File: config.mk
export PLATFORM = sky130hd
export DESIGN_NAME = hand_gesture_drive_mapper
export DESIGN_NICKNAME = d
export VERILOG_FILES = /design/src/design/hgd_pkg.sv /design/src/design/hand_gesture_drive_mapper.sv
export SDC_FILE = /design/constraint.sdc
export NUM_CORES = 1
export LEC_CHECK = 0
export BUFFER_PORTS_ARGS = -buffer_cell sky130_fd_sc_hd__buf_2
export CAP_MARGIN = 15
export CORE_MARGIN = 5
export CORE_UTILIZATION = 58
export DETAILED_ROUTE_END_ITERATION = 10
export PLACE_DENSITY = 0.79
export SLEW_MARGIN = 20
export SYNTH_ARGS = -nofsm -noshare
export SYNTH_HDL_FRONTEND = slang
export SYNTH_SLANG_ARGS = --single-unit
File: constraint.sdc
create_clock -name clk -period 14.5 [get_ports clk]
set_input_delay 3.625 -clock clk [delete_from_list [all_inputs] [get_ports clk]]
set_output_delay 3.625 -clock clk [all_outputs]
set_load 0.005 [all_outputs]
File: src/design/hgd_pkg.sv
`timescale 1ns / 1ps
// Package for the hand gesture drive mapper: widths, mode and hand-signal codes,
// configuration register indexes, reciprocal constants and the output saturation.
// Depends on nothing; used by design/hand_gesture_drive_mapper.sv.
package hgd_pkg;

    // Width of the signed palm positions on the input stream.
    localparam int POS_WIDTH = 12;

    // Field widths fixed by the interface.
    localparam int ZONE_W     = 11;
    localparam int REP_W      = 16;
    localparam int CMD_W      = 12;
    localparam int CFG_IDX_W  = 3;
    localparam int CFG_DATA_W = 16;

    // Internal signed arithmetic width: holds any magnitude, zone or command.
    localparam int CALC_W = ((POS_WIDTH > CMD_W) ? POS_WIDTH : CMD_W) + 2;

    // Stream payload widths, rounded up to whole bytes.
    localparam int S_TDATA_W = ((2 * POS_WIDTH + 1 + 7) / 8) * 8;
    localparam int S_TUSER_W = 2;
    localparam int M_TDATA_W = ((2 * CMD_W + 1 + 2 + 7) / 8) * 8;

    // Reciprocal multipliers for the constant divides by 5 and by 10.
    localparam int MUL_W       = 16;
    localparam int DIV5_MUL    = 52429;
    localparam int DIV5_SHIFT  = 18;
    localparam int DIV10_MUL   = 52429;
    localparam int DIV10_SHIFT = 19;

    // Margin below the side full zone at which the steering edge case starts.
    localparam int EDGE_MARGIN = 3;

    typedef logic signed [CALC_W-1:0]    calc_t;
    typedef logic signed [POS_WIDTH-1:0] pos_t;
    typedef logic signed [CMD_W-1:0]     cmd_t;

    typedef enum logic [1:0] {
        MODE_NONE = 2'd0,
        MODE_FREE = 2'd1,
        MODE_ROT  = 2'd2
    } mode_t;

    typedef enum logic [1:0] {
        SIG_ABSENT  = 2'd0,
        SIG_GESTURE = 2'd1,
        SIG_PRESENT = 2'd2
    } hand_sig_t;

    // Configuration register indexes.
    localparam logic [CFG_IDX_W-1:0] REG_FWD_DEAD  = 3'd0;
    localparam logic [CFG_IDX_W-1:0] REG_FWD_FULL  = 3'd1;
    localparam logic [CFG_IDX_W-1:0] REG_SIDE_DEAD = 3'd2;
    localparam logic [CFG_IDX_W-1:0] REG_SIDE_FULL = 3'd3;
    localparam logic [CFG_IDX_W-1:0] REG_TOP_SPEED = 3'd4;
    localparam logic [CFG_IDX_W-1:0] REG_TOP_ANGLE = 3'd5;
    localparam logic [CFG_IDX_W-1:0] REG_REPEAT    = 3'd6;

    // Register reset values.
    localparam logic [ZONE_W-1:0] FWD_DEAD_RST  = 11'd20;
    localparam logic [ZONE_W-1:0] FWD_FULL_RST  = 11'd120;
    localparam logic [ZONE_W-1:0] SIDE_DEAD_RST = 11'd20;
    localparam logic [ZONE_W-1:0] SIDE_FULL_RST = 11'd120;
    localparam logic [ZONE_W-1:0] TOP_SPEED_RST = 11'd100;
    localparam logic [ZONE_W-1:0] TOP_ANGLE_RST = 11'd10;
    localparam logic [REP_W-1:0]  REPEAT_RST    = 16'd10;

    // Saturate a wide signed value to the command range.
    function automatic cmd_t sat_cmd(input calc_t v);
        calc_t hi;
        calc_t lo;
        hi = calc_t'((2 ** (CMD_W - 1)) - 1);
        lo = -calc_t'(2 ** (CMD_W - 1));
        if (v > hi)
        begin
            return cmd_t'(hi);
        end
        else if (v < lo)
        begin
            return cmd_t'(lo);
        end
        return cmd_t'(v);
    endfunction

endpackage

File: src/design/hand_gesture_drive_mapper.sv
`timescale 1ns / 1ps
// Top level of the hand gesture drive mapper: input register, mode machine,
// speed and angle mapping, repeat filter and output register in one pass.
// Depends on design/hgd_pkg.sv.
//
//  Channel   Direction  Handshake              Payload
//  s_*       in         s_tvalid / s_tready    tdata: palm_x, palm_z, palm_up
//                                              tuser: any_hand, right_seen
//  m_*       out        m_tvalid / m_tready    tdata: speed_cmd, angle_cmd,
//                                              straight, mode_after
//  cfg_*     in         cfg_valid / cfg_ready  cfg_index, cfg_data
//
// One item per cycle unless a result is stalled: an accepted item is held in the
// input register, then the mode machine and mapping update the state and load the
// output register, so a result is valid once its item leaves the input register.
// An item with no result leaves the input register without loading the output register.
// s_tready drops only while a result waits in the output register with
// m_tready low and a new item waits behind it. cfg_ready is always high.
// rst_n clears all state and restores the register defaults.
module hand_gesture_drive_mapper
(
    input  logic                            clk,
    input  logic                            rst_n,
    // Input stream.
    input  logic                            s_tvalid,
    output logic                            s_tready,
    // tdata from bit 0: palm_x, palm_z, palm_up, zero fill.
    input  logic [hgd_pkg::S_TDATA_W-1:0]   s_tdata,
    // tuser from bit 0: any_hand, right_seen.
    input  logic [hgd_pkg::S_TUSER_W-1:0]   s_tuser,
    // Result stream.
    output logic                            m_tvalid,
    input  logic                            m_tready,
    // tdata from bit 0: speed_cmd, angle_cmd, straight, mode_after, zero fill.
    output logic [hgd_pkg::M_TDATA_W-1:0]   m_tdata,
    // Configuration writes.
    input  logic                            cfg_valid,
    output logic                            cfg_ready,
    input  logic [hgd_pkg::CFG_IDX_W-1:0]   cfg_index,
    input  logic [hgd_pkg::CFG_DATA_W-1:0]  cfg_data
);

    localparam int PW   = hgd_pkg::POS_WIDTH;
    localparam int PRDW = hgd_pkg::POS_WIDTH + hgd_pkg::MUL_W;
    localparam int Q5W  = PRDW - hgd_pkg::DIV5_SHIFT;
    localparam int Q10W = PRDW - hgd_pkg::DIV10_SHIFT;

    // Configuration registers.
    logic [hgd_pkg::ZONE_W-1:0] fwd_dead_reg;
    logic [hgd_pkg::ZONE_W-1:0] fwd_full_reg;
    logic [hgd_pkg::ZONE_W-1:0] side_dead_reg;
    logic [hgd_pkg::ZONE_W-1:0] side_full_reg;
    logic [hgd_pkg::ZONE_W-1:0] top_speed_reg;
    logic [hgd_pkg::ZONE_W-1:0] top_angle_reg;
    logic [hgd_pkg::REP_W-1:0]  repeat_limit_reg;

    // Input register.
    logic                in_valid_reg;
    logic                in_any_reg;
    logic                in_right_reg;
    hgd_pkg::pos_t       in_x_reg;
    hgd_pkg::pos_t       in_z_reg;
    logic                in_up_reg;

    // Tracking and mode state.
    hgd_pkg::mode_t      mode_reg;
    hgd_pkg::mode_t      mode_next;
    hgd_pkg::pos_t       held_x_reg;
    hgd_pkg::pos_t       held_x_next;
    hgd_pkg::pos_t       held_z_reg;
    hgd_pkg::pos_t       held_z_next;
    logic                hand_reg;
    logic                hand_next;
    logic                palm_now_reg;
    logic                palm_now_next;
    logic                palm_before_reg;
    logic                palm_before_next;
    hgd_pkg::calc_t      last_speed_reg;
    hgd_pkg::calc_t      last_speed_next;
    hgd_pkg::calc_t      last_angle_reg;
    hgd_pkg::calc_t      last_angle_next;
    logic [hgd_pkg::REP_W-1:0] repeat_count_reg;
    logic [hgd_pkg::REP_W-1:0] repeat_count_next;

    // Output register.
    logic                m_valid_reg;
    hgd_pkg::cmd_t       speed_reg;
    hgd_pkg::cmd_t       speed_next;
    hgd_pkg::cmd_t       angle_reg;
    hgd_pkg::cmd_t       angle_next;
    logic                straight_reg;
    logic                straight_next;
    hgd_pkg::mode_t      mode_out_reg;

    // Compute stage signals.
    logic                adv;
    logic                in_fire;
    logic                emit;
    logic                right;
    hgd_pkg::hand_sig_t  hand_sig;
    hgd_pkg::calc_t      hx;
    hgd_pkg::calc_t      hz;
    hgd_pkg::calc_t      ax;
    hgd_pkg::calc_t      az;
    hgd_pkg::calc_t      qa;
    hgd_pkg::calc_t      q_dead;
    hgd_pkg::calc_t      q_full;
    hgd_pkg::calc_t      q_val;
    logic [PRDW-1:0]     prod5;
    logic [Q5W-1:0]      q5;
    hgd_pkg::calc_t      side_diff;
    logic [PRDW-1:0]     prod10;
    logic [Q10W-1:0]     q10;
    hgd_pkg::calc_t      sdz;
    hgd_pkg::calc_t      sfz;
    hgd_pkg::calc_t      spd;
    hgd_pkg::calc_t      ang;
    logic                lin;
    logic                same_cmd;
    logic                repeat_send;

    assign in_fire   = s_tvalid && s_tready;
    assign adv       = in_valid_reg && (!m_valid_reg || m_tready);
    assign s_tready  = !in_valid_reg || adv;
    assign cfg_ready = 1'b1;

    // Configuration register writes.
    always_ff @(posedge clk or negedge rst_n)
    begin
        if (!rst_n)
        begin
            fwd_dead_reg     <= hgd_pkg::FWD_DEAD_RST;
            fwd_full_reg     <= hgd_pkg::FWD_FULL_RST;
            side_dead_reg    <= hgd_pkg::SIDE_DEAD_RST;
            side_full_reg    <= hgd_pkg::SIDE_FULL_RST;
            top_speed_reg    <= hgd_pkg::TOP_SPEED_RST;
            top_angle_reg    <= hgd_pkg::TOP_ANGLE_RST;
            repeat_limit_reg <= hgd_pkg::REPEAT_RST;
        end
        else if (cfg_valid && cfg_ready)
        begin
            unique case (cfg_index)
                hgd_pkg::REG_FWD_DEAD:  fwd_dead_reg     <= cfg_data[hgd_pkg::ZONE_W-1:0];
                hgd_pkg::REG_FWD_FULL:  fwd_full_reg     <= cfg_data[hgd_pkg::ZONE_W-1:0];
                hgd_pkg::REG_SIDE_DEAD: side_dead_reg    <= cfg_data[hgd_pkg::ZONE_W-1:0];
                hgd_pkg::REG_SIDE_FULL: side_full_reg    <= cfg_data[hgd_pkg::ZONE_W-1:0];
                hgd_pkg::REG_TOP_SPEED: top_speed_reg    <= cfg_data[hgd_pkg::ZONE_W-1:0];
                hgd_pkg::REG_TOP_ANGLE: top_angle_reg    <= cfg_data[hgd_pkg::ZONE_W-1:0];
                hgd_pkg::REG_REPEAT:    repeat_limit_reg <= cfg_data[hgd_pkg::REP_W-1:0];
                default:
                begin
                end
            endcase
        end
    end

    // Input register: valid flag.
    always_ff @(posedge clk or negedge rst_n)
    begin
        if (!rst_n)
        begin
            in_valid_reg <= 1'b0;
        end
        else if (in_fire)
        begin
            in_valid_reg <= 1'b1;
        end
        else if (adv)
        begin
            in_valid_reg <= 1'b0;
        end
    end

    // Input register: payload.
    always_ff @(posedge clk)
    begin
        if (in_fire)
        begin
            in_x_reg     <= s_tdata[PW-1:0];
            in_z_reg     <= s_tdata[2*PW-1:PW];
            in_up_reg    <= s_tdata[2*PW];
            in_any_reg   <= s_tuser[0];
            in_right_reg <= s_tuser[1];
        end
    end

    // Frame reading: a right hand loads the held pose and shifts the palm history.
    always_comb
    begin
        right            = in_any_reg && in_right_reg;
        held_x_next      = right ? in_x_reg : held_x_reg;
        held_z_next      = right ? in_z_reg : held_z_reg;
        palm_before_next = right ? palm_now_reg : palm_before_reg;
        palm_now_next    = right ? in_up_reg : palm_now_reg;
        hand_next        = in_any_reg && (right || hand_reg);

        if (!hand_next)
        begin
            hand_sig = hgd_pkg::SIG_ABSENT;
        end
        else if (palm_before_next && !palm_now_next)
        begin
            hand_sig = hgd_pkg::SIG_GESTURE;
        end
        else
        begin
            hand_sig = hgd_pkg::SIG_PRESENT;
        end
    end

    // Magnitudes and the shared quantizer; rotation uses x and the side zones.
    always_comb
    begin
        hx = hgd_pkg::calc_t'(held_x_next);
        hz = hgd_pkg::calc_t'(held_z_next);
        ax = hx[hgd_pkg::CALC_W-1] ? -hx : hx;
        az = hz[hgd_pkg::CALC_W-1] ? -hz : hz;
        sdz = hgd_pkg::calc_t'(side_dead_reg);
        sfz = hgd_pkg::calc_t'(side_full_reg);

        if (mode_reg == hgd_pkg::MODE_ROT)
        begin
            qa     = ax;
            q_dead = sdz;
            q_full = sfz;
        end
        else
        begin
            qa     = az;
            q_dead = hgd_pkg::calc_t'(fwd_dead_reg);
            q_full = hgd_pkg::calc_t'(fwd_full_reg);
        end

        // qa - qa % 5 is five times the quotient by 5.
        prod5 = PRDW'(qa[PW-1:0]) * PRDW'(hgd_pkg::DIV5_MUL);
        q5    = prod5[PRDW-1:hgd_pkg::DIV5_SHIFT];

        q_val = '0;
        if (qa > q_full)
        begin
            q_val = hgd_pkg::calc_t'(top_speed_reg);
        end
        if (qa > q_dead && qa <= q_full)
        begin
            q_val = (hgd_pkg::calc_t'(q5) <<< 2) + hgd_pkg::calc_t'(q5)
                    - hgd_pkg::calc_t'(fwd_dead_reg);
        end

        // Steering: shrinks by one for every 10 mm past the side dead zone.
        side_diff = ax - sdz;
        prod10    = PRDW'(side_diff[PW-1:0]) * PRDW'(hgd_pkg::DIV10_MUL);
        q10       = prod10[PRDW-1:hgd_pkg::DIV10_SHIFT];
    end

    // Command selection per drive mode.
    always_comb
    begin
        if (mode_reg == hgd_pkg::MODE_ROT)
        begin
            lin = 1'b0;
            ang = '0;
            spd = hx[hgd_pkg::CALC_W-1] ? -q_val : q_val;
        end
        else
        begin
            lin = 1'b1;
            ang = '0;
            if (ax >= sfz - hgd_pkg::calc_t'(hgd_pkg::EDGE_MARGIN))
            begin
                ang = hgd_pkg::calc_t'(1);
                lin = 1'b0;
            end
            if (ax > sdz && ax < sfz)
            begin
                lin = 1'b0;
                ang = hgd_pkg::calc_t'(top_angle_reg) - hgd_pkg::calc_t'(q10);
            end
            spd = hz[hgd_pkg::CALC_W-1] ? -q_val : q_val;
            if (hx[hgd_pkg::CALC_W-1])
            begin
                ang = -ang;
            end
        end
    end

    // Mode machine, repeat filter and result selection.
    always_comb
    begin
        mode_next         = mode_reg;
        last_speed_next   = last_speed_reg;
        last_angle_next   = last_angle_reg;
        repeat_count_next = repeat_count_reg;
        emit              = 1'b0;
        speed_next        = '0;
        angle_next        = '0;
        straight_next     = 1'b1;
        same_cmd          = (spd == last_speed_reg) && (ang == last_angle_reg);
        repeat_send       = 1'b0;

        unique case (mode_reg)
            hgd_pkg::MODE_FREE, hgd_pkg::MODE_ROT:
            begin
                unique case (hand_sig)
                    hgd_pkg::SIG_ABSENT:
                    begin
                        mode_next = hgd_pkg::MODE_NONE;
                        emit      = 1'b1;
                    end
                    hgd_pkg::SIG_GESTURE:
                    begin
                        mode_next = (mode_reg == hgd_pkg::MODE_FREE) ?
                                    hgd_pkg::MODE_ROT : hgd_pkg::MODE_FREE;
                        emit      = 1'b1;
                    end
                    default:
                    begin
                        if (same_cmd)
                        begin
                            if (repeat_count_reg != '1)
                            begin
                                repeat_count_next = repeat_count_reg + 1'b1;
                                repeat_send = (repeat_count_next == repeat_limit_reg);
                            end
                        end
                        else
                        begin
                            last_speed_next   = spd;
                            last_angle_next   = ang;
                            repeat_count_next = '0;
                            repeat_send       = (repeat_limit_reg == '0);
                        end
                        emit          = repeat_send;
                        speed_next    = hgd_pkg::sat_cmd(-spd);
                        angle_next    = hgd_pkg::sat_cmd(-ang);
                        straight_next = lin;
                    end
                endcase
            end
            default:
            begin
                mode_next = (hand_sig == hgd_pkg::SIG_PRESENT) ?
                            hgd_pkg::MODE_FREE : hgd_pkg::MODE_NONE;
            end
        endcase
    end

    // State registers advance once per item.
    always_ff @(posedge clk or negedge rst_n)
    begin
        if (!rst_n)
        begin
            mode_reg         <= hgd_pkg::MODE_NONE;
            held_x_reg       <= '0;
            held_z_reg       <= '0;
            hand_reg         <= 1'b0;
            palm_now_reg     <= 1'b0;
            palm_before_reg  <= 1'b0;
            last_speed_reg   <= '0;
            last_angle_reg   <= '0;
            repeat_count_reg <= '0;
        end
        else if (adv)
        begin
            mode_reg         <= mode_next;
            held_x_reg       <= held_x_next;
            held_z_reg       <= held_z_next;
            hand_reg         <= hand_next;
            palm_now_reg     <= palm_now_next;
            palm_before_reg  <= palm_before_next;
            last_speed_reg   <= last_speed_next;
            last_angle_reg   <= last_angle_next;
            repeat_count_reg <= repeat_count_next;
        end
    end

    // Output register: valid flag.
    always_ff @(posedge clk or negedge rst_n)
    begin
        if (!rst_n)
        begin
            m_valid_reg <= 1'b0;
        end
        else if (adv && emit)
        begin
            m_valid_reg <= 1'b1;
        end
        else if (m_tready)
        begin
            m_valid_reg <= 1'b0;
        end
    end

    // Output register: payload.
    always_ff @(posedge clk)
    begin
        if (adv && emit)
        begin
            speed_reg    <= speed_next;
            angle_reg    <= angle_next;
            straight_reg <= straight_next;
            mode_out_reg <= mode_next;
        end
    end

    assign m_tvalid = m_valid_reg;
    assign m_tdata  = hgd_pkg::M_TDATA_W'({mode_out_reg, straight_reg, angle_reg, speed_reg});

    // A result that reports the no-hand mode is always the stop command.
    a_none_is_stop: assert property (@(posedge clk) disable iff (!rst_n)
        (m_valid_reg && mode_out_reg == hgd_pkg::MODE_NONE) |->
        (speed_reg == '0 && angle_reg == '0 && straight_reg))
        else $error("no-hand result is not a stop command");

    // Rotation commands are never linear, except the stop sent on entry.
    a_rot_straight: assert property (@(posedge clk) disable iff (!rst_n)
        (m_valid_reg && mode_out_reg == hgd_pkg::MODE_ROT && straight_reg) |->
        (speed_reg == '0 && angle_reg == '0))
        else $error("linear rotation result with nonzero command");

    // The state only moves when an item is consumed.
    a_state_hold: assert property (@(posedge clk) disable iff (!rst_n)
        !adv |=> ($stable(mode_reg) && $stable(repeat_count_reg) && $stable(hand_reg)))
        else $error("state changed without an item");

    // Input back-pressure only comes from a stalled result.
    a_ready_cause: assert property (@(posedge clk) disable iff (!rst_n)
        !s_tready |-> (m_valid_reg && !m_tready && in_valid_reg))
        else $error("input stalled without a waiting result");

    // Leaving a drive mode always produces a result.
    a_leave_emits: assert property (@(posedge clk) disable iff (!rst_n)
        (adv && mode_reg != hgd_pkg::MODE_NONE && mode_next != mode_reg) |=> m_valid_reg)
        else $error("mode change without a result");

endmodule

Yosys cells after proc, flatten, opt, wreduce, memory -nomap -nowiden:

Cells that the tools add are included.

* flip-flop bits (word level): 211
* input port bits: 58
* output and inout bits: 35
* logic and storage cells: 153

* $add $sub $neg: 12
* $mul: 2
* $lt $le $gt $ge: 10
* eq/ne operators: 15
* muxes and demuxes: 52
* bitwise gates (word level): 3
* reductions and logical operators: 32

Operators by type and width (count)
* two-way mux 14 bit: 11
* two-way mux 12 bit: 8
* multiplier 12 x 17 -> 28 bit, second input constant: 2
* negation 14 bit: 4
* > comparator 14 x 12 -> 1 bit: 3
* two-way mux 11 bit: 3
* two-way mux 16 bit: 2
* equality test 14 bit: 2
* > comparator 14 x 12 -> 1 bit, second input constant: 2
* < comparator 14 x 12 -> 1 bit, second input constant: 2
* negation 12 -> 14 bit: 2
* two-way mux 1 bit: 23
* adder 16 x 1 -> 16 bit, second input constant: 1
* equality test 16 bit: 1
* zero test 16 bit: 1
* != test 16 bit, second input constant: 1
* >= comparator 14 x 12 -> 1 bit: 1
* <= comparator 14 x 12 -> 1 bit: 1
* < comparator 14 x 12 -> 1 bit: 1
* AND reduction 2 bit: 7
* subtractor 13 x 11 -> 14 bit: 1
* adder 12 x 10 -> 13 bit: 1
* subtractor 11 x 2 -> 12 bit, second input constant: 1
* subtractor 11 x 9 -> 12 bit: 1
* other kinds (19): 44

Logic depth before layout (Yosys ltp):

Gate-level depths: netlist (run 1).

* depth in word-level cells: 19
* mapped depth: 59

Least setup slack after synthesis (run 1):

OpenSTA, ideal clock, no wires.

* path type: reg2reg
* start point: register in_right_reg
* end point: register angle_reg[0] (enable)
* library setup time: 445 ps
* data arrival time: 13954 ps
* required time: 14055 ps
* slack: 101 ps
* cell stages (with the launch flop): 45
* path buffers: 3
* period minus slack after synthesis: 14399 ps
* cell sequence: edfxtp_1 -> nand2_1 -> clkbuf_1 -> clkbuf_1 -> mux2i_1 -> ha_1 -> nand2b_1 -> o41ai_1 -> xnor2_1 -> o21ai_0 -> fa_1 -> fa_1 -> inv_1 -> fa_1 -> fa_1 -> inv_1 -> fa_1 -> ha_1 -> [... 9 more ...] -> nor3_1 -> or2_2 -> fa_1 -> inv_1 -> ha_1 -> a2111oi_0 -> o21ai_0 -> a21oi_1 -> o21bai_1 -> a211o_1 -> nor3_1 -> a22oi_1 -> o211a_1 -> and4_1 -> and4_1 -> buf_6 -> o211a_1 -> nor3_1

* cells in the longest elaborated chain, start to end: 18

Ends and longest elaborated chain
* from (decl): line hand_gesture_drive_mapper.sv:60 `logic in_right_reg;`
* from (signal assigned): line hand_gesture_drive_mapper.sv:183 `in_right_reg <= s_tuser[1];`
* logical AND 1 bit *: line hand_gesture_drive_mapper.sv:190 `right = in_any_reg && in_right_reg;`
* two-way mux 12 bit (on tied branches): line hand_gesture_drive_mapper.sv:192, hand_gesture_drive_mapper.sv:191
* negation 12 -> 14 bit (on tied branches): line hand_gesture_drive_mapper.sv:217, hand_gesture_drive_mapper.sv:216
* two-way mux 14 bit (on tied branches): line hand_gesture_drive_mapper.sv:217, hand_gesture_drive_mapper.sv:216
* two-way mux 14 bit / subtractor 12 bit (equally long branches): line hand_gesture_drive_mapper.sv:221, hand_gesture_drive_mapper.sv:250
* multiplier 12 x 17 -> 28 bit (on tied branches): line hand_gesture_drive_mapper.sv:235, hand_gesture_drive_mapper.sv:251
* adder 12 x 10 -> 13 bit / subtractor 11 x 9 -> 12 bit (equally long branches): line hand_gesture_drive_mapper.sv:245, hand_gesture_drive_mapper.sv:276
* subtractor 13 x 11 -> 14 bit / two-way mux 14 bit (equally long branches): line hand_gesture_drive_mapper.sv:246, hand_gesture_drive_mapper.sv:273
* [... 2 more ...]
* two-way mux 14 bit (on tied branches): line hand_gesture_drive_mapper.sv:278, hand_gesture_drive_mapper.sv:262, hand_gesture_drive_mapper.sv:279
* two-way mux 14 bit: line hand_gesture_drive_mapper.sv:258 `if (mode_reg == hgd_pkg::MODE_ROT)`
* equality test 14 bit: line hand_gesture_drive_mapper.sv:297 `same_cmd = (spd == last_speed_reg) && (ang == last_angle_reg);`
* logical AND 1 bit: line hand_gesture_drive_mapper.sv:297
* two-way mux 1 bit: line hand_gesture_drive_mapper.sv:317 `if (same_cmd)`
* two-way mux 1 bit *: line hand_gesture_drive_mapper.sv:303 `unique case (hand_sig)`
* two-way mux 1 bit *: line hand_gesture_drive_mapper.sv:300 `unique case (mode_reg)`
* logical AND 1 bit *: line hand_gesture_drive_mapper.sv:396 `if (adv && emit)`
* to (signal assigned): line hand_gesture_drive_mapper.sv:399 `angle_reg <= angle_next;`
* to (decl): line hand_gesture_drive_mapper.sv:89 `hgd_pkg::cmd_t angle_reg;`

Every way passes the cells marked *; elsewhere a longest branch is shown, timed or not. The select of a mux whose other input is x is not followed.
A chain may end at the register's enable or synchronous reset.

Worst setup path in the final report (run 1):

* start point: register in_right_reg
* end point: register angle_reg[1] (enable)

The elaborated chain is that of the path after synthesis.

==> results.sh, run 1 <==
export IMPL_status="completed"
export IMPL_synth_ff_type="dfrtp_1"
export IMPL_dp_cells=2763
export IMPL_nets=2728
export IMPL_wl_mm=58.14
export IMPL_hold_path_depth=2
export IMPL_grt_pass1_vias=17620
export IMPL_drive_gt1_share_pct=16.01
export IMPL_cts_hold_buf=0
export IMPL_dr_pass1_iters=6
export IMPL_diodes=0
export IMPL_slew_headroom_pct=29.51
export IMPL_syn_inst=2237
export IMPL_drtAntennaViolNets=0
export IMPL_yosys_warnings=0
export IMPL_end_kind="flip-flop"
export IMPL_grt_max_degree=87
export IMPL_synth_top_area_share_pct=16.20
export IMPL_start_kind="flip-flop"
export IMPL_clk_pin_slew_ns=0.06
export IMPL_ys_ff_latch=211
export IMPL_worst_pin_slew_ns=1.052
export IMPL_met2_usage_pct=46.65
export IMPL_worstSetupPathType="flip-flop to flip-flop"
export IMPL_grtUsageMet3_pct=3.884
export IMPL_row_count=70
export IMPL_dpl_hpwl_mm=45.74
export IMPL_regArea_um2=5574
export IMPL_nFillCells=2890
export IMPL_io_buffers=79
export IMPL_cts_sinks=211
export IMPL_tritoncts_num_buffers=25
export IMPL_die_h_um=201.7
export IMPL_max_freq_mhz=72.75
export IMPL_top_usage_layer="met2"
export IMPL_route_detailed_drc=0
export IMPL_areaGrowthSynthToFinish_pct=9.504
export IMPL_cts_tree="built"
export IMPL_use_met1_pct=36.22
export IMPL_required_ns=14.81
export IMPL_async_flop_share_pct=74.41
export IMPL_vias_per_cell=6.182
export IMPL_fin_worst_skew_ns=0.01496
export IMPL_holdCritPathClass="flip-flop to flip-flop"
export IMPL_rsz0062_at_grt="no"
export IMPL_wl_per_cell_um=20.65
export IMPL_via_count=17410
export IMPL_die_area_um2=40680
export IMPL_whs_ns=0.4865
export IMPL_antenna_found_initial=0
export IMPL_synth_edff_count=54
export IMPL_fin_crit_sh_pct=94.80
export IMPL_syn_area_um2=21310
export IMPL_final_cell_count_no_fill=2816
export IMPL_die_w_um=201.7
export IMPL_cts_max_level=1
export IMPL_yosys_top_cells_count="inv_1 (292), ha_1 (240), dfrtp_1 (138)"
export IMPL_maxCapViolations=0
export IMPL_ff2ff_path_depth=48
export IMPL_clockRootBuffer="clkbuf_16"
export IMPL_yosysSeqAreaShare_pct=26.15
export IMPL_slew_viol_final=0
export IMPL_synthTopCellsByArea="dfrtp_1 (16%), ha_1 (14%), fa_1 (9.5%)"
export IMPL_worst_path_max_fanout=27
export IMPL_setup_tns_ns=0
export IMPL_setup_violations=0
export IMPL_synth_largest_area_cell="dfrtp_1"
export IMPL_clock_path_buffers=3
export IMPL_multiInputGateArea_um2=14380
export IMPL_globalRouteOverflowTotal=0
export IMPL_first_iter_violations=1153
export IMPL_grt_usage_pct=27.90
export IMPL_utilization_pct=64.06
export IMPL_slowest_delay_ns=0.57
export IMPL_place_gp_congestion=0.9542
export IMPL_yosysUniqueCellTypes=101
export IMPL_crit_top_cell="fa_1"
export IMPL_ioPinCount=93
export IMPL_min_period_ns=13.75
export IMPL_start_util_pct=58.50
export IMPL_core_um2=36430
export IMPL_grt_first_pass_wirelength_mm=92.45
export IMPL_hold_viol=0
export IMPL_cp_data_arrival_time_ns=14.05
export IMPL_synth_most_common_cell="inv_1"
export IMPL_slowest_stage="fa_1"
export IMPL_syn_area_per_cell_um2=9.528
export IMPL_worstSkewPairLatency_ns=0.57
## critical path: cells and delay by family (launching register included)
family | cells | cell delay, ns
xor+xnor | 2 | 0.30
compound gates | 17 | 4.31
flops | 1 | 0.52
simple gates | 12 | 2.90
buf+inv | 7 | 1.11
fa+ha+maj | 9 | 3.97
mux | 1 | 0.35
## cells in the final DEF (no fill, tap or decap), drive strengths merged, types with 27 or more instances in the layout
master,n
inv,297
ha,240
dfrtp,138
buf,129
nor2,125
mux2,125
o21ai,124
nand2,107
fa,101
a21oi,85
xnor2,85
nand3,58
edfxtp,54
nor3,54
mux2i,53
xor2,46
o31ai,35
nor4,28
clkbuf,28
and2,27
## layer usage
metal  wire length [µm]  part of all wire, %  vias up
met1              24010                   41     8510
met2              27290                   47      624
met3               3909                  6.7      164
met4               2936                  5.0        0
met5                  0                    0        -
li1                   -                    -     8110
## kinds of logic after synthesis
kind of cell,count (synthesis),share of synthesized area (%)
AND/OR/NAND/NOR,552,13.47
AO/OA/AOI/OAI,454,14.63
multiplexers,179,9.569
adder cells (fa/ha/maj),341,23.57
buffers and inverters,364,6.851
flip-flops,211,26.15
XOR/XNOR,134,5.712
other,2,0.03523
## area by class of cell
cell class,count,area share [%]
Multi-Input combinational cell,1668,61.62
Sequential cell,211,23.88
Inverter,294,4.739
Timing Repair Buffer,129,3.479
Clock buffer,28,2.772
Tap cell,468,2.509
Clock inverter,18,0.9971
## through the flow
stage / setup WS, ns / cell area [µm²]
final: 0.7546 / 23340
after global routing: 0.06904 / 23340
after CTS: 0.2688 / 23230
after detailed placement: 0.3059 / 22360
after global placement: 0.5310 / 22360
after floorplan: 0.1011 / 21340
## worst paths after layout
kind,startpoint,end,slack [ns]
max in group asynchronous,rst_n,repeat_count_reg[12],9.94
setup reg to reg,in_right_reg,angle_reg[1],0.75
hold / removal,hand_reg,hand_reg,0.49
hold reg to reg,hand_reg,hand_reg,0.49
min in group asynchronous,rst_n,in_valid_reg,3.08
setup / recovery,in_right_reg,angle_reg[1],0.75
## what timing repair did
item / CTS / global route
buffers inserted: 0 / 7
setup endpoints to repair: 0 / 79
gates resized for setup: 0 / 8
Power of run 1 is left out: the tool's default activity adds up to more than one toggle a clock period on the data nets, which glitch-free logic cannot reach.
==> run 2, diff against run 1 <==
Settings changed: BUFFER_PORTS_ARGS -buffer_cell sky130_fd_sc_hd__buf_2 to -buffer_cell sky130_fd_sc_hd__buf_4, CORE_UTILIZATION 58 to 60, PLACE_DENSITY 0.79 to 0.78.
Clock period 14.5 ns to 14.55 ns, I/O delays scaled along.
==> run 2 against run 1 <==
Final cell count fell by 0.18%; clock skew fell by 0.0029 ns; die area fell by 3.2%; via count fell by 0.11%; maximum frequency fell by 1.3%; flip-flop and latch count did not move; worst hold slack got worse by 0.00058 ns; design area rose by 0.43%; non-clock buffer count rose by 1.
==> results.sh, run 2 (synthesis results as in run 1) <==
export IMPL_max_freq_mhz=71.78
export IMPL_slew_viol_final=0
export IMPL_start_util_pct=60.36
export IMPL_clk_pin_slew_ns=0.06
export IMPL_status="completed"
export IMPL_die_area_um2=39390
export IMPL_antenna_found_initial=1
export IMPL_cts_tree="built"
export IMPL_slowest_stage="fa_1"
export IMPL_cts_resized=0
export IMPL_cts_sinks=211
export IMPL_die_h_um=198.5
export IMPL_layout_common_cells="inv_1 (292), ha_1 (239), dfrtp_1 (138)"
export IMPL_via_count=17390
export IMPL_grt_max_degree=85
export IMPL_ioPinCount=93
export IMPL_cp_top_family="compound AO/OA/AOI/OAI gates"
export IMPL_vias_per_cell=6.186
export IMPL_worstSkewPairLatency_ns=0.54
export IMPL_cp_data_arrival_time_ns=14.16
export IMPL_io_buffers=79
export IMPL_holdCritPathClass="flip-flop to flip-flop"
export IMPL_drive_gt1_share_pct=15.75
export IMPL_wl_per_cell_um=20.65
export IMPL_nFillCells=2806
export IMPL_core_um2=35310
export IMPL_areaGrowthSynthToFinish_pct=9.979
export IMPL_fin_crit_sh_pct=95.75
export IMPL_slew_headroom_pct=23.11
export IMPL_grt_usage_pct=29.69
export IMPL_slowest_delay_ns=0.60
export IMPL_final_common_cell="inv_1"
export IMPL_end_kind="flip-flop"
export IMPL_dpl_hpwl_mm=45.98
export IMPL_setup_tns_ns=0
export IMPL_dr_pass1_iters=5
export IMPL_nets=2729
export IMPL_required_ns=14.78
export IMPL_fin_area_um2=23440
export IMPL_tritoncts_num_buffers=25
export IMPL_hold_viol=0
export IMPL_crit_buf_inv=5
export IMPL_cts_hold_buf=0
export IMPL_start_kind="flip-flop"
export IMPL_postCtsSetupRepairBufs=0
export IMPL_fin_worst_skew_ns=0.01208
export IMPL_maxCapViolations=0
export IMPL_globalRouteOverflowTotal=0
export IMPL_clock_path_buffers=3
export IMPL_worstSetupPathType="flip-flop to flip-flop"
export IMPL_clockRootBuffer="clkbuf_16"
export IMPL_grt_first_pass_wirelength_mm=93.42
export IMPL_place_gp_congestion=0.9351
export IMPL_wl_mm=58.06
export IMPL_first_iter_violations=1414
export IMPL_dpl_cell_area_um2=22600
export IMPL_cts_max_level=1
export IMPL_crit_top_cell="fa_1"
export IMPL_min_period_ns=13.93
export IMPL_worst_pin_slew_ns=1.147
export IMPL_worst_path_max_fanout=27
export IMPL_die_w_um=198.5
export IMPL_setup_violations=0
export IMPL_drtAntennaViolNets=0
export IMPL_row_count=69
export IMPL_route_detailed_drc=0
export IMPL_grt_pass1_vias=17690
-- run 2: metal layers --
layer,vias to the layer above,global-route usage [%],routed length [µm]
li1,8110,-,-
met1,8522,40.33,24590
met2,615,48.62,27020
met3,139,4.827,4030
met4,2,10.44,2410
met5,-,0,13
-- run 2: area by class of cell --
| cell class | instances | area, µm² | share of cell area (%) |
|---|---|---|---|
| clock inverter | 11 | 92.59 | 0.3950 |
| clock buffer | 35 | 693.2 | 2.957 |
| antenna | 1 | 2.502 | 0.01068 |
| timing repair buffer | 130 | 1005 | 4.286 |
| multi-input combinational | 1668 | 14390 | 61.39 |
| inverter | 294 | 1106 | 4.718 |
| sequential | 211 | 5574 | 23.78 |
| tap | 461 | 576.8 | 2.461 |
-- run 2: worst min-delay path, stage by stage (launching register included) --
cell     delay, ns
dfrtp_1       0.35
nand2_1       0.05
o21ai_0       0.06
-- run 2: metrics by stage --
step | std cells | util (%) | setup WS, ns | hold slack [ns]
after floorplan | 2243 | - | 0.1511 | 0.4446
after global placement | 2764 | 64.00 | 0.8547 | 0.4666
after detailed placement | 2764 | 64.00 | 0.6324 | 0.4722
after CTS | 2810 | 66.22 | 0.5702 | 0.4857
after global routing | 2810 | 66.38 | -0.004371 | 0.5241
final | 2811 | 66.39 | 0.6183 | 0.4860
-- run 2: worst paths after layout --
| check | start | endpoint | slack [ns] | cells past startpoint |
|---|---|---|---|---|
| max | in_right_reg | angle_reg[9] | 0.62 | 49 |
| min | hand_reg | hand_reg | 0.49 | 2 |
| max reg2reg | in_right_reg | angle_reg[9] | 0.62 | 49 |
| min reg2reg | hand_reg | hand_reg | 0.49 | 2 |
| max in group asynchronous | rst_n | top_angle_reg[0] | 9.84 | 2 |
| min in group asynchronous | rst_n | m_tvalid | 3.16 | 1 |
Power of run 2 is left out for the same reason.
